## src/rtl/dual_incremental_pi_speed_top_assert.svh

```systemverilog
// assertion macros for the speed loop
`ifndef DUAL_INCREMENTAL_PI_SPEED_TOP_ASSERT_SVH
`define DUAL_INCREMENTAL_PI_SPEED_TOP_ASSERT_SVH

// consequent checked in the same cycle as the antecedent
`define DIPI_ASSERT_NOW(label, clk, rst_n, ante, cons, msg) \
    label: assert property (@(posedge clk) disable iff (!rst_n) (ante) |-> (cons)) \
        else $error(msg);

// consequent checked in the cycle after the antecedent
`define DIPI_ASSERT_NEXT(label, clk, rst_n, ante, cons, msg) \
    label: assert property (@(posedge clk) disable iff (!rst_n) (ante) |=> (cons)) \
        else $error(msg);

`endif

```

## src/rtl/dipi_pkg.sv

```systemverilog
package dipi_pkg;

    // field widths
    localparam int ERR_W     = 16;
    localparam int GAIN_W    = 12;
    localparam int LIMIT_W   = 15;
    localparam int FRAC_BITS = 8;

    // datapath widths
    localparam int DIFF_W    = ERR_W + 1;
    localparam int KI_PROD_W = ERR_W + GAIN_W + 1;
    localparam int KP_PROD_W = DIFF_W + GAIN_W + 1;
    localparam int SCALED_W  = KP_PROD_W + 1;
    localparam int DELTA_W   = SCALED_W - FRAC_BITS;
    localparam int SUM_W     = DELTA_W + 1;

    // configuration port
    localparam int CFG_IDX_W  = 2;
    localparam int CFG_DATA_W = LIMIT_W;

    // register reset values
    localparam logic [GAIN_W-1:0]  PROP_GAIN_RST   = GAIN_W'(640);
    localparam logic [GAIN_W-1:0]  INTEG_GAIN_RST  = GAIN_W'(256);
    localparam logic [LIMIT_W-1:0] DRIVE_LIMIT_RST = LIMIT_W'(1200);

    typedef enum logic [CFG_IDX_W-1:0] {
        REG_PROP_GAIN   = 2'd0,
        REG_INTEG_GAIN  = 2'd1,
        REG_DRIVE_LIMIT = 2'd2
    } reg_idx_t;

    typedef struct packed {
        logic [GAIN_W-1:0]  prop_gain;
        logic [GAIN_W-1:0]  integ_gain;
        logic [LIMIT_W-1:0] drive_limit;
    } dipi_cfg_t;

    typedef struct packed {
        logic s1_load;
        logic s2_load;
        logic s2_clear;
    } dipi_ctl_t;

endpackage

```

## src/rtl/dipi_cfg.sv

```systemverilog
module dipi_cfg (
    input  logic                                aclk,
    input  logic                                aresetn,
    input  logic                                cfg_wr_en,
    input  logic [dipi_pkg::CFG_IDX_W-1:0]      cfg_wr_index,
    input  logic [dipi_pkg::CFG_DATA_W-1:0]     cfg_wr_data,
    output dipi_pkg::dipi_cfg_t                 cfg
);

    dipi_pkg::dipi_cfg_t cfg_reg;
    dipi_pkg::dipi_cfg_t cfg_next;

    // register decode, unknown index leaves everything as is
    always_comb begin
        cfg_next = cfg_reg;
        if (cfg_wr_en) begin
            unique case (dipi_pkg::reg_idx_t'(cfg_wr_index))
                dipi_pkg::REG_PROP_GAIN: begin
                    cfg_next.prop_gain = cfg_wr_data[dipi_pkg::GAIN_W-1:0];
                end
                dipi_pkg::REG_INTEG_GAIN: begin
                    cfg_next.integ_gain = cfg_wr_data[dipi_pkg::GAIN_W-1:0];
                end
                dipi_pkg::REG_DRIVE_LIMIT: begin
                    cfg_next.drive_limit = cfg_wr_data[dipi_pkg::LIMIT_W-1:0];
                end
                default: begin
                    cfg_next = cfg_reg;
                end
            endcase
        end
    end

    always_ff @(posedge aclk) begin
        if (!aresetn) begin
            cfg_reg.prop_gain   <= dipi_pkg::PROP_GAIN_RST;
            cfg_reg.integ_gain  <= dipi_pkg::INTEG_GAIN_RST;
            cfg_reg.drive_limit <= dipi_pkg::DRIVE_LIMIT_RST;
        end else begin
            cfg_reg <= cfg_next;
        end
    end

    assign cfg = cfg_reg;

endmodule

```

## src/rtl/dipi_wheel.sv

```systemverilog
module dipi_wheel (
    input  logic                                  aclk,
    input  logic                                  aresetn,
    input  dipi_pkg::dipi_ctl_t                   ctl,
    input  dipi_pkg::dipi_cfg_t                   cfg,
    input  logic signed [dipi_pkg::ERR_W-1:0]     target,
    input  logic signed [dipi_pkg::ERR_W-1:0]     measured,
    output logic signed [dipi_pkg::ERR_W-1:0]     drive
);

    // stage 1: error and integral product
    logic signed [dipi_pkg::ERR_W-1:0]     err_next;
    logic signed [dipi_pkg::GAIN_W:0]      ki_s;
    logic signed [dipi_pkg::KI_PROD_W-1:0] ki_err_next;
    logic signed [dipi_pkg::ERR_W-1:0]     err_reg;
    logic signed [dipi_pkg::KI_PROD_W-1:0] ki_err_reg;

    // stage 2: proportional term, accumulate and clamp
    logic signed [dipi_pkg::GAIN_W:0]      kp_s;
    logic signed [dipi_pkg::DIFF_W-1:0]    diff;
    logic signed [dipi_pkg::KP_PROD_W-1:0] kp_diff;
    logic signed [dipi_pkg::SCALED_W-1:0]  scaled;
    logic signed [dipi_pkg::DELTA_W-1:0]   delta_floor;
    logic                                  round_up;
    logic signed [dipi_pkg::DELTA_W-1:0]   delta;
    logic signed [dipi_pkg::SUM_W-1:0]     sum;
    logic signed [dipi_pkg::SUM_W-1:0]     lim_pos;
    logic signed [dipi_pkg::SUM_W-1:0]     lim_neg;
    logic signed [dipi_pkg::SUM_W-1:0]     clamped;

    logic signed [dipi_pkg::ERR_W-1:0]     prev_err_reg;
    logic signed [dipi_pkg::ERR_W-1:0]     prev_err_next;
    logic signed [dipi_pkg::ERR_W-1:0]     accum_reg;
    logic signed [dipi_pkg::ERR_W-1:0]     accum_next;

    // error wraps to 16 bits
    assign err_next    = target - measured;
    assign ki_s        = $signed({1'b0, cfg.integ_gain});
    assign ki_err_next = dipi_pkg::KI_PROD_W'(err_next) * dipi_pkg::KI_PROD_W'(ki_s);

    always_ff @(posedge aclk) begin
        if (ctl.s1_load) begin
            err_reg    <= err_next;
            ki_err_reg <= ki_err_next;
        end
    end

    // kp*(err - prev_err) + ki*err in units of 1/256
    assign kp_s    = $signed({1'b0, cfg.prop_gain});
    assign diff    = dipi_pkg::DIFF_W'(err_reg) - dipi_pkg::DIFF_W'(prev_err_reg);
    assign kp_diff = dipi_pkg::KP_PROD_W'(diff) * dipi_pkg::KP_PROD_W'(kp_s);
    assign scaled  = dipi_pkg::SCALED_W'(kp_diff) + dipi_pkg::SCALED_W'(ki_err_reg);

    // drop fraction toward zero: floor, then bump negatives with a remainder
    assign delta_floor = dipi_pkg::DELTA_W'(scaled >>> dipi_pkg::FRAC_BITS);
    assign round_up    = scaled[dipi_pkg::SCALED_W-1]
                         && (scaled[dipi_pkg::FRAC_BITS-1:0] != '0);
    assign delta       = delta_floor
                         + $signed({{(dipi_pkg::DELTA_W-1){1'b0}}, round_up});

    // wide sum saturates at the symmetric limit
    assign sum     = dipi_pkg::SUM_W'(accum_reg) + dipi_pkg::SUM_W'(delta);
    assign lim_pos = $signed({{(dipi_pkg::SUM_W-dipi_pkg::LIMIT_W){1'b0}}, cfg.drive_limit});
    assign lim_neg = -lim_pos;

    always_comb begin
        if (sum > lim_pos) begin
            clamped = lim_pos;
        end else if (sum < lim_neg) begin
            clamped = lim_neg;
        end else begin
            clamped = sum;
        end
    end

    // state update, clear zeroes the loop
    always_comb begin
        prev_err_next = prev_err_reg;
        accum_next    = accum_reg;
        if (ctl.s2_load) begin
            if (ctl.s2_clear) begin
                prev_err_next = '0;
                accum_next    = '0;
            end else begin
                prev_err_next = err_reg;
                accum_next    = clamped[dipi_pkg::ERR_W-1:0];
            end
        end
    end

    always_ff @(posedge aclk) begin
        if (!aresetn) begin
            prev_err_reg <= '0;
            accum_reg    <= '0;
        end else begin
            prev_err_reg <= prev_err_next;
            accum_reg    <= accum_next;
        end
    end

    // accumulator doubles as the result register
    assign drive = accum_reg;

endmodule

```

## src/rtl/dual_incremental_pi_speed_top.sv

```systemverilog
// pipeline: input register then result register; an accepted item waits in the input
//   register until the result register is free, then moves into it
// throughput: one item per cycle unless a stalled result holds stage 1; the accumulator
//   update (multiply, add, clamp) closes its feedback loop through each wheel's register
// reset: aresetn synchronous, active low; clears both loop states and the
//   pipeline valids and loads gains 2.5 / 1.0 and drive limit 1200
module dual_incremental_pi_speed_top (
    input  logic                                aclk,
    input  logic                                aresetn,
    // configuration writes
    input  logic                                cfg_wr_en,
    input  logic [dipi_pkg::CFG_IDX_W-1:0]      cfg_wr_index,
    input  logic [dipi_pkg::CFG_DATA_W-1:0]     cfg_wr_data,
    // input item stream
    input  logic                                s_axis_tvalid,
    output logic                                s_axis_tready,
    // target_left, measured_left, target_right, measured_right
    input  logic [63:0]                         s_axis_tdata,
    // cmd
    input  logic                                s_axis_tuser,
    // result item stream
    output logic                                m_axis_tvalid,
    input  logic                                m_axis_tready,
    // drive_left_out, drive_right_out
    output logic [31:0]                         m_axis_tdata
);

    `include "dual_incremental_pi_speed_top_assert.svh"

    dipi_pkg::dipi_cfg_t cfg;
    dipi_pkg::dipi_ctl_t ctl;

    logic s1_valid_reg;
    logic s1_valid_next;
    logic s1_cmd_reg;
    logic m_valid_reg;
    logic m_valid_next;
    logic out_free;
    logic s_fire;
    logic s2_fire;

    logic signed [dipi_pkg::ERR_W-1:0] drive_left;
    logic signed [dipi_pkg::ERR_W-1:0] drive_right;

    dipi_cfg u_cfg (
        .aclk         (aclk),
        .aresetn      (aresetn),
        .cfg_wr_en    (cfg_wr_en),
        .cfg_wr_index (cfg_wr_index),
        .cfg_wr_data  (cfg_wr_data),
        .cfg          (cfg)
    );

    // handshake: stage 1 holds an item, result register waits for the sink
    assign out_free      = !m_valid_reg || m_axis_tready;
    assign s2_fire       = s1_valid_reg && out_free;
    assign s_axis_tready = !s1_valid_reg || s2_fire;
    assign s_fire        = s_axis_tvalid && s_axis_tready;

    always_comb begin
        s1_valid_next = s1_valid_reg;
        if (s_fire) begin
            s1_valid_next = 1'b1;
        end else if (s2_fire) begin
            s1_valid_next = 1'b0;
        end
    end

    always_comb begin
        m_valid_next = m_valid_reg;
        if (s2_fire) begin
            m_valid_next = 1'b1;
        end else if (m_axis_tready) begin
            m_valid_next = 1'b0;
        end
    end

    always_ff @(posedge aclk) begin
        if (!aresetn) begin
            s1_valid_reg <= 1'b0;
            m_valid_reg  <= 1'b0;
        end else begin
            s1_valid_reg <= s1_valid_next;
            m_valid_reg  <= m_valid_next;
        end
    end

    always_ff @(posedge aclk) begin
        if (s_fire) begin
            s1_cmd_reg <= s_axis_tuser;
        end
    end

    assign ctl.s1_load  = s_fire;
    assign ctl.s2_load  = s2_fire;
    assign ctl.s2_clear = s1_cmd_reg;

    // one datapath per wheel
    dipi_wheel u_left (
        .aclk     (aclk),
        .aresetn  (aresetn),
        .ctl      (ctl),
        .cfg      (cfg),
        .target   ($signed(s_axis_tdata[15:0])),
        .measured ($signed(s_axis_tdata[31:16])),
        .drive    (drive_left)
    );

    dipi_wheel u_right (
        .aclk     (aclk),
        .aresetn  (aresetn),
        .ctl      (ctl),
        .cfg      (cfg),
        .target   ($signed(s_axis_tdata[47:32])),
        .measured ($signed(s_axis_tdata[63:48])),
        .drive    (drive_right)
    );

    assign m_axis_tvalid = m_valid_reg;
    assign m_axis_tdata  = {drive_right, drive_left};

    // range check helpers
    logic signed [dipi_pkg::LIMIT_W+1:0] lim_chk;
    logic                                left_ok;
    logic                                right_ok;
    logic                                drive_ok;
    logic                                clear_fire;
    logic                                s1_stall;

    assign lim_chk  = $signed({2'b00, cfg.drive_limit});
    assign left_ok  = ((dipi_pkg::LIMIT_W+2)'(drive_left) <= lim_chk)
                      && ((dipi_pkg::LIMIT_W+2)'(drive_left) >= -lim_chk);
    assign right_ok = ((dipi_pkg::LIMIT_W+2)'(drive_right) <= lim_chk)
                      && ((dipi_pkg::LIMIT_W+2)'(drive_right) >= -lim_chk);
    assign drive_ok   = left_ok && right_ok;
    assign clear_fire = s2_fire && s1_cmd_reg;
    assign s1_stall   = s1_valid_reg && !out_free;

    // a clear item yields an all-zero result
    `DIPI_ASSERT_NEXT(a_clear_zero, aclk, aresetn, clear_fire, m_axis_tdata == '0, "bad clear")

    // every update produces a result on the next cycle
    `DIPI_ASSERT_NEXT(a_result_follows, aclk, aresetn, s2_fire, m_axis_tvalid, "no result")

    // stage 1 never takes a new item while its item is stuck
    `DIPI_ASSERT_NOW(a_no_overrun, aclk, aresetn, s1_stall, !s_axis_tready, "overrun")

    // an update only ever leaves the drive inside the clamp
    `DIPI_ASSERT_NEXT(a_drive_range, aclk, aresetn, s2_fire, drive_ok, "drive outside limit")

endmodule

```

## config.mk

```make
export PLATFORM = sky130hd
export DESIGN_NAME = dual_incremental_pi_speed_top
export DESIGN_NICKNAME = d
export VERILOG_FILES = /design/src/rtl/dipi_pkg.sv /design/src/rtl/dipi_cfg.sv /design/src/rtl/dipi_wheel.sv /design/src/rtl/dual_incremental_pi_speed_top.sv
export VERILOG_INCLUDE_DIRS = /design/src /design/src/rtl
export SDC_FILE = /design/constraint.sdc
export NUM_CORES = 2
export LEC_CHECK = 0
export ABC_AREA = 1
export BUFFER_PORTS_ARGS = -buffer_cell sky130_fd_sc_hd__buf_2
export CAP_MARGIN = 20
export CORE_MARGIN = 2
export CORE_UTILIZATION = 60
export CTS_CLUSTER_SIZE = 40
export DETAILED_ROUTE_END_ITERATION = 6
export PLACE_DENSITY = 0.77
export SYNTH_ARGS = -nofsm -noshare
export SYNTH_HDL_FRONTEND = slang
export SYNTH_SLANG_ARGS = --single-unit
```

## constraint.sdc

```tcl
create_clock -name aclk -period 20.6 [get_ports aclk]
set_input_delay 4.12 -clock aclk [delete_from_list [all_inputs] [get_ports aclk]]
set_output_delay 4.12 -clock aclk [all_outputs]
set_load 0.02 [all_outputs]
```

==> run metrics <==
outcome finished with violations; violated checks DRC; Worst Skew 0.0152 ns; Vias 40730; DP Worst Slack 7.76 ns; CTS clk-pin slew, worst paths 0.08 ns; htree depth 4; Die H 287 um; max-cap violation count 0; synth warn 0; GRT overflow 0; largest family of logic cells by synthesized area adder cells; Synth Area in Compound Gates 7.41%; IO Pins 121; multiplexer share of the synthesized area 0%; CP top delay family adder cells; reg2reg path depth 66; post-CTS setup buffer count 0; CTS root buf clkbuf_16; Final HPWL DP 107000 um; Worst Hold End u_cfg.cfg[37]; Net Count, Synth 7689; RD Place Congestion 0.981; Core Area 79100 um^2; r2r endpoint u_left.drive[9]; CTS Hold Bufs 0; setup tns final 0 ns; Syn Std Cell Area 48100 um^2; worst path required time 20.96 ns; Synth Flop Type dfxtp_1; CP peak stage delay 0.81 ns; simple-gate share of the synthesized area 20.2%; WHS Path Cells 2; DRT antenna net count 0; min-delay worst type flip-flop to flip-flop; Nets 7720; Fill cells 6960; Slew Limit Fails 0; max reg flops 39; clk sinks 196; Final setup viols 0; CTS tree built; Initial Util 60.8%; min-delay src u_cfg.cfg[37]; initial antenna violation count 1; max_slew headroom 19.7%; CTS resizes 0; vias per inst 5.49; DRC viols 2; final wirelength 126000 um; Post-Synth Adder-Cell Area 45.5%; maximum clock path buffer count 2; first-pass iteration count of the detailed router 7; WP buf/inv 10; post-synthesis xor/xnor area fraction 4.02%; die footprint 82400 um^2; flop-to-flop setup slack 7.58 ns; register area share after synthesis 10.1%; All-Layer GR Usage 31.6%; FF-to-FF Start u_left.err_reg[0]; Layout area overhead 4.63%; FMAX 76.8 MHz; CTS buffer count 17; first-pass GRT wire length 207000 um; worst slew pin tran 1.20 ns; Syn Area/Cell 7.61 um^2; #FFs+latches synth 196; Synth Instances 6322; std cell rows 103; final hold viol count 0; count of different cell masters after synthesis 56; Min Clock Period, post-route 13.02 ns; drt initial violations 3109; Max FO, Critical Path 28; number of global-route vias before repair 41436; RSZ-0062 raised after global routing false; CP startpoint kind flip-flop; share of cells above drive strength 1 4.63%; Worst EP arrival 13.38 ns; die extent in x 287 um; critical path type flip-flop to flip-flop; Async SR Flop Fraction 0%; worst skew pair latency 0.49 ns; CP Capture Type flip-flop; post-DR wirelength/cell 17.1 um; Tcrit/Tclk final 63.2%; Final WS setup 7.58 ns; slowest CP cell fa_1; Port Buffers 120; largest net degree at the start of global routing 68; Post-synth EDFFs 91
==> synth_stat cells, types with 3 or more instances <==
cell type  count  area, um^2
a21boi_0       8        60.1
a21o_1        25         188
a21oi_1      358        1790
a31oi_1       18         113
and2_1         3        18.8
buf_1          5        18.8
buf_2          7        35.0
clkbuf_1     117         439
clkinv_1      12        45.0
dfxtp_1      105        2100
edfxtp_1      91        2730
fa_1         782       15700
ha_1         498        6230
inv_1       1479        5550
inv_2          6        22.5
nand2_1     1259        4730
nand2_2        8        50.1
nand3_1      214        1070
nand3_2        5        50.1
nand3b_1      17         128
nand4_1       59         369
nor2_1       658        2470
nor2_2        11        68.8
nor3_1        38         190
nor3_2         7        70.1
nor4_1        10        62.6
o2111ai_1      5        43.8
o211ai_1      16         120
o21a_1        19         143
o21ai_0      142         711
o21ai_1       11        55.1
o21bai_1      24         180
o22ai_1        6        37.5
or2_2         60         375
xnor2_1       68         596
xor2_1       136        1190
xor2_2         9         146
==> per-layer routing <==
| metal | wire length [um] | vias to the layer above | track usage, % |
|---|---|---|---|
| met5 | 12 | - | 0 |
| met4 | 4900 | 2 | 12.3 |
| met3 | 11300 | 309 | 6.04 |
| met2 | 59300 | 1659 | 53.4 |
| met1 | 51000 | 19516 | 40.2 |
| li1 | - | 19244 | - |
==> logic make-up (layout without fill, tap and decap cells) <==
family,count (synthesis),in the layout
compound gates,645,645
fa+ha+maj,1280,1280
other cells,0,1
xor+xnor,213,213
buf+inv,1630,1674
simple gates,2358,2358
flops,196,196
==> how the worst max path moves through the flow <==
stage                        end                from  cells past startpoint  slack, ns
3_3_place_gp   u_right.drive[12]  u_right.err_reg[3]                     58       8.01
2_1_floorplan   u_left.drive[11]   u_left.err_reg[0]                     72       9.39
5_1_grt          u_left.drive[7]   u_left.err_reg[0]                     68       6.51
6_report         u_left.drive[9]   u_left.err_reg[0]                     66       7.58
3_5_place_dp   u_right.drive[12]  u_right.err_reg[3]                     60       7.76
4_1_cts        u_right.drive[12]  u_right.err_reg[3]                     60       7.72
==> cell usage in the layout, fill, tap and decap left out, drive strengths merged, types with 18 or more instances in the layout <==
cell | synthesis | final
nor3 | 45 | 45
xnor2 | 68 | 68
a31oi | 18 | 18
o21a | 19 | 19
dfxtp | 105 | 105
buf | 15 | 145
nor2 | 670 | 670
nand2 | 1268 | 1268
xor2 | 145 | 145
or2 | 62 | 62
ha | 498 | 498
edfxtp | 91 | 91
nand4 | 59 | 59
inv | 1485 | 1494
nand3 | 219 | 219
o21ai | 154 | 154
a21o | 25 | 25
fa | 782 | 782
a21oi | 361 | 361
o21bai | 25 | 25
==> layout make-up <==
cell class,instances,area (um^2),share of cell area (%)
Tap cell,1050,1310,2.61
Clock inverter,15,165,0.328
Sequential cell,196,4830,9.61
Timing Repair Buffer,145,836,1.66
Inverter,1497,5620,11.2
Multi-Input combinational cell,4496,37100,73.8
Clock buffer,17,425,0.846
Antenna cell,1,2.50,0.00497
==> per-stage QoR <==
step                      cell area [um^2]  cells  hold slack [ns]  util [%]
after floorplan                      48100   6322            0.445         -
after global placement               49600   7381            0.430      62.7
after detailed placement             49700   7382            0.437      62.8
after CTS                            50300   7414            0.450      63.5
after global routing                 50300   7416            0.479      63.6
final                                50300   7417            0.447      63.6
==> worst reg2reg max path, delay by kind of cell, from the launching register on <==
family                     cells  cell delay [ns]
adders and majority gates     13             5.40
and+or+nand+nor               31             4.37
AOI/OAI and AO/OA             10             1.70
buffers and inverters         10             0.73
xor gates and xnor gates       2             0.36
DFF                            1             0.35
Power is not shown: default switching activity piles up to over one toggle a cycle in this logic, so the estimate is an artifact.
